[src/hdl/ccr_pkg.sv]
// package: shared types, codes and constants of the circle canvas rasterizer
`timescale 1ns / 1ps

package ccr_pkg;

    localparam int CCR_MAX_SIDE = 256;

    localparam int CFG_W = 9;
    localparam int OP_W = 2;
    localparam int STATUS_W = 2;
    localparam int COORD_W = 24;
    localparam int BYTE_W = 8;

    localparam logic [CFG_W-1:0] SIDE_RESET = 9'd256;
    localparam logic [BYTE_W-1:0] BG_RESET = 8'd0;

    localparam logic [1:0] REG_WIDTH = 2'd0;
    localparam logic [1:0] REG_HEIGHT = 2'd1;
    localparam logic [1:0] REG_BG = 2'd2;

    localparam logic [OP_W-1:0] OP_CLEAR = 2'd0;
    localparam logic [OP_W-1:0] OP_DRAW = 2'd1;
    localparam logic [OP_W-1:0] OP_READ = 2'd2;

    localparam logic [STATUS_W-1:0] STATUS_OK = 2'd0;
    localparam logic [STATUS_W-1:0] STATUS_BAD_DRAW = 2'd1;
    localparam logic [STATUS_W-1:0] STATUS_OOB = 2'd2;

    localparam logic [BYTE_W-1:0] KIND_OUTLINE = 8'h63;
    localparam logic [BYTE_W-1:0] KIND_FILLED = 8'h43;

    // one pixel step in q8
    localparam logic [COORD_W:0] ONE_Q8 = 25'd256;

    typedef enum logic [2:0] {
        ST_IDLE,
        ST_SETUP,
        ST_SCAN,
        ST_DRAIN,
        ST_DONE
    } state_t;

    typedef struct packed {
        logic load;
        logic setup;
        logic scan;
        logic emit;
    } ccr_cmd_t;

    typedef struct packed {
        logic [OP_W-1:0] op;
        logic            bad_draw;
        logic            scan_last;
        logic            pipe_busy;
        logic            out_free;
    } ccr_stat_t;

endpackage

[src/hdl/ccr_ctrl.sv]
// controller: sequences load, radius setup, pixel scan, drain and result beat
`timescale 1ns / 1ps

module ccr_ctrl
    import ccr_pkg::*;
(
    input  logic      aclk,
    input  logic      aresetn,
    input  logic      s_valid,
    output logic      s_ready,
    input  ccr_stat_t stat,
    output ccr_cmd_t  cmd
);

    state_t state_reg;
    state_t state_next;

    always_ff @(posedge aclk) begin
        if (!aresetn) begin
            state_reg <= ST_IDLE;
        end else begin
            state_reg <= state_next;
        end
    end

    always_comb begin
        state_next = state_reg;
        cmd = '0;
        s_ready = 1'b0;
        unique case (state_reg)
            ST_IDLE: begin
                s_ready = 1'b1;
                if (s_valid) begin
                    cmd.load = 1'b1;
                    unique case (stat.op)
                        OP_CLEAR: state_next = ST_SCAN;
                        OP_DRAW:  state_next = stat.bad_draw ? ST_DONE : ST_SETUP;
                        default:  state_next = ST_DONE;
                    endcase
                end
            end
            ST_SETUP: begin
                cmd.setup = 1'b1;
                state_next = ST_SCAN;
            end
            ST_SCAN: begin
                cmd.scan = 1'b1;
                if (stat.scan_last) begin
                    state_next = ST_DRAIN;
                end
            end
            ST_DRAIN: begin
                if (!stat.pipe_busy) begin
                    state_next = ST_DONE;
                end
            end
            ST_DONE: begin
                if (stat.out_free) begin
                    cmd.emit = 1'b1;
                    state_next = ST_IDLE;
                end
            end
            default: state_next = ST_IDLE;
        endcase
    end

endmodule

[config.mk]
export PLATFORM = sky130hd
export DESIGN_NAME = ccr_ctrl
export DESIGN_NICKNAME = d
export VERILOG_FILES = /design/src/hdl/ccr_pkg.sv /design/src/hdl/ccr_ctrl.sv
export SDC_FILE = /design/constraint.sdc
export NUM_CORES = 1
export LEC_CHECK = 0
export BUFFER_PORTS_ARGS = -buffer_cell sky130_fd_sc_hd__buf_2
export CORE_AREA = 2 2 39 41
export DETAILED_ROUTE_END_ITERATION = 7
export DIE_AREA = 0 0 41 43
export GPL_TIMING_DRIVEN = 0
export SYNTH_ARGS = -nofsm -noshare
export SYNTH_HDL_FRONTEND = slang
export SYNTH_SLANG_ARGS = --single-unit
[constraint.sdc]
create_clock -name aclk -period 1.7 [get_ports aclk]
set_clock_uncertainty 0.1 [all_clocks]
set_input_delay 0.085 -clock aclk [delete_from_list [all_inputs] [get_ports aclk]]
set_output_delay 0.085 -clock aclk [all_outputs]
set_load 0.005 [all_outputs]
### Word-level counts from Yosys, hierarchy flattened

Index checks and enable logic that the tools add are counted.

| word-level totals | value |
|---|---|
| bits in registers | 3 |

| operators by class | value |
|---|---|
| equal/unequal tests | 9 |
| mux-type cells | 14 |
| reduce and logical (&&, ||, !) cells | 3 |

Operators with widths:

| kind | count |
|---|---|
| $mux 3 | 5 |
| $pmux 3 s5 | 1 |
| $ne 2x2->1 const B | 4 |
| $mux 1 | 7 |
| $eq 3x2->1 const B | 2 |
| $pmux 3 s2 | 1 |
| $reduce_and 4->1 | 1 |
| $eq 3x1->1 const B | 1 |
| $eq 3x3->1 const B | 1 |
| $logic_not 3->1 | 1 |
| $eq 2x1->1 const B | 1 |
| $logic_not 2->1 | 1 |

### Longest topological paths before layout

| logic depth | value |
|---|---|
| depth in word-level cells | 4 |
| depth in mapped cells | 5 |
| depth with buffers taken out | 4 |

### Least setup slack after synthesis

No wires, ideal clock.

| timing path | value |
|---|---|
| kind | register to register |
| start | reg state_reg[1] |
| end | reg state_reg[0] |
| library setup time | 0.072 ns |
| arrival time | 1.007 ns |
| setup slack | 0.522 ns |
| stages on the path, launching flop included | 5 |
| path buffers | 1 |
| clock period less this slack | 1.178 ns |
| cell sequence | dfxtp_1 buf_6 a21oi_1 or4b_1 mux2i_1 |

| on the way | value |
|---|---|
| word-level cells in the longest chain between the ends | 3 |
| elaborated cells on any way between the ends | 11 |
| those cells by class | 8 x eq/ne; 1 x mux; 2 x reduce/logical |

RTL lines:

| item | line | RTL |
|---|---|---|
| start: declaration | ccr_ctrl.sv:15 | `state_t state_reg;` |
| start signal: assignment | ccr_ctrl.sv:22 | `state_reg <= state_next;` |
| $eq 3x2->1 (tied with other cells) | ccr_ctrl.sv:30 | `unique case (state_reg)` |
| $ne 2x2->1 (no source line) | -- |  |
| $reduce_and 4->1 (no source line) | -- |  |

Parallel ways exist; a longest one is shown, timed or not.
A chain may end at the register's enable or synchronous reset.

==> metrics.md <==
| Metric | Value |
|---|---|
| Skew-Pair Late Insertion Delay | 0.23 ns |
| Post-synth cell types | 19 |
| Critical Path Fanout Max | 10 |
| Post-CTS setup buffer count | 0 |
| Hold_buf cts | 0 |
| Flop pwr share | 26.3% |
| Synth Area in Simple Gates | 37.9% |
| Final Setup Violations | 0 |
| Bufs on Longest Clock Path | 2 |
| Worst hold margin | 0.0200 ns |
| Post-cts sizing count | 0 |
| Relative slew slack | 84.8% |
| Yosys reg bits | 3 |
| Crit path time final | 1.32 ns |
| Instance count of the mapped netlist | 33 |
| CTS buffer count | 3 |
| Area Growth Syn to Fin | 44.9% |
| Synth Area in Compound Gates | 15.7% |
| CTS tree | built |
| Mux cell area share after synthesis | 8.08% |
| Fmax | 756 MHz |
| Initial antenna violation count | 0 |
| Routability cong. | 0.718 |
| DRT iter0 DRCs | 2 |
| Adder-Cell Fraction of Synth Area | 0% |
| Post-synth top area share | 24.2% |
| Worst Path Arrival | 1.14 ns |
| Clk pin slew, worst setup/hold paths | 0.03 ns |
| Sw Share | 33.1% |
| Max_cap viols | 0 |
| Num ports | 14 |
| Wire per inst | 8.95 microns |
| Post-DRT Antenna Nets | 0 |
| First-pass GRT wire length | 910 microns |
| Final setup TNS | 0 ns |
| Cell taking the most area after synthesis | dfxtp_1 |
| Mean post-synth cell area | 7.51 sq um |
| Die area | 1760 sq um |
| Clk pwr share | 31.9% |
| Largest family of logic cells by synthesized area | simple AND/OR/NAND/NOR gates |
| CP endpoint kind | output port |
| Post-Syn Area | 248 sq um |
| Die height | 43 microns |
| Area of the core | 1380 sq um |
| Max VDD drop | 0.352 mV |
| Placed Cells incl. Taps | 62 |
| Layout cell share with drive strength beyond 1 | 38.0% |
| Root Buffer | clkbuf_4 |
| Synthesized Nets | 42 |
| Unrepaired setup endpoints after global routing | no |
| Port bufs | 13 |
| # DRC | 0 |
| DR vias | 281 |
| Htree depth | 1 |
| Final std cells w/o fill | 66 |
| Kind of critical path | reg2out |
| Hold Path Depth | 3 |
| DR pass1 iterations | 3 |
| Nets@finish | 60 |
| Worst-margin pin slew | 0.228 ns |
| Commonest non-fill, non-tap cell in the layout | buf_2 |
| NetSw | 0.127 mW |
| Row count | 14 |
| Design Power | 0.384 mW |
| Critical Path Start Type | register |
| Share of the yosys chip area belonging to registers | 24.2% |
| Antenna diode count | 0 |
| Top cells by area, synth | dfxtp_1 (24%), buf_6 (9.1%), mux2i_1 (8.1%) |
| Status | finished clean |
| Synth warn | 0 |
| GRT Overall Usage | 7.92% |
| Max Slew Vio Count | 0 |
| Worst Path Required | 1.51 ns |
| P per Cell Area | 1070 nW/um^2 |
| Int Pwr | 0.257 mW |
| Util after Layout | 25.9% |
| Final period util | 77.8% |
| Number of flip-flops under the largest register name | 3 |
| Hold WC Path Type | in2reg |
| Commonest non-fill, non-tap cells in the layout | buf_2 (13), nor2_1 (4) |
| Comb power frac | 41.7% |
| Post-Route WL | 591 microns |
| HPWL after detailed placement | 475 microns |
| Drt via density | 4.26 |
| Die width | 41 microns |
| Final Hold Fails | 0 |
| Worst reg2reg path depth | 4 |
| Largest net degree at the start of global routing | 11 |
| Lkg Pwr | 0.173 nW |
| Starting density of the core | 17.9% |
| Sink Count | 3 |
| Remaining global-route overflow | 0 |
| Synth Area in XOR/XNOR | 3.54% |
| Number of global-route vias before repair | 239 |
-- through the flow --
stage          setup WS (ns)  instance area (sq um)
3_3_place_gp           0.464                    333
5_1_grt                0.248                    359
3_5_place_dp           0.439                    333
6_report               0.377                    359
2_1_floorplan          0.522                    248
4_1_cts                0.354                    359
-- path summary, 6_finish.rpt --
check | slack (ns) | end | from
worst max-delay path | 0.38 | cmd[3] | state_reg[0]
worst min-delay path | 0.02 | state_reg[1] | stat[1]
worst min register to register | 0.45 | state_reg[2] | state_reg[2]
worst max register to register | 0.45 | state_reg[0] | state_reg[1]
-- cell usage after synthesis --
master	instances
nor2b_1	1
o21ai_0	1
nor3b_1	1
nand2_1	3
a31oi_1	1
a21oi_1	2
nor3_1	2
o21ai_2	1
and2_1	1
or4b_1	1
nand2b_1	2
buf_6	2
xnor2_1	1
nand3_1	3
dfxtp_1	3
a211o_1	1
nor2_1	4
inv_1	1
mux2i_1	2
-- power groups by stage --
stage / registers (mW) / clock network, mW / logic [mW]
6_report: 0.101 / 0.122 / 0.160
3_3_place_gp: 0.102 / 0 / 0.159
4_1_cts: 0.101 / 0.131 / 0.163
3_5_place_dp: 0.102 / 0 / 0.162
5_1_grt: 0.103 / 0.137 / 0.182
2_1_floorplan: 0.0979 / 0 / 0.113
-- logic make-up (layout without fill, tap and decap cells) --
logic type	after synthesis	count (layout)
and+or+nand+nor	18	18
AOI/OAI and AO/OA	6	6
DFF	3	3
buffers and inverters	3	20
muxes	2	2
xor gates and xnor gates	1	1
-- area by class of cell --
| type | instances | area [sq um] |
|---|---|---|
| tap | 16 | 20.0 |
| sequential | 3 | 60.1 |
| timing repair buffer | 13 | 65.1 |
| multi-input combinational | 27 | 161 |
| inverter | 1 | 3.75 |
| fill | 155 | 1020 |
| clock buffer | 4 | 26.3 |
| buffer | 2 | 22.5 |
-- critical path, stage by stage (launching register included) --
cell     delay [ns]
dfxtp_1        0.32
buf_6          0.14
nor3_1         0.20
and2_1         0.14
buf_2          0.10
-- metal layers --
layer  GRT usage [%]  vias to the layer above  share of wire [%]  routed length, microns
li1                -                      151                  -                       -
met1            8.01                      119                 40                     234
met2            12.2                       11                 49                     292
met3            7.85                        0                 11                      64
met4               0                        0                  0                       0
met5               0                        -                  0                       0
Note: power is estimated with default switching activity, not from simulation.
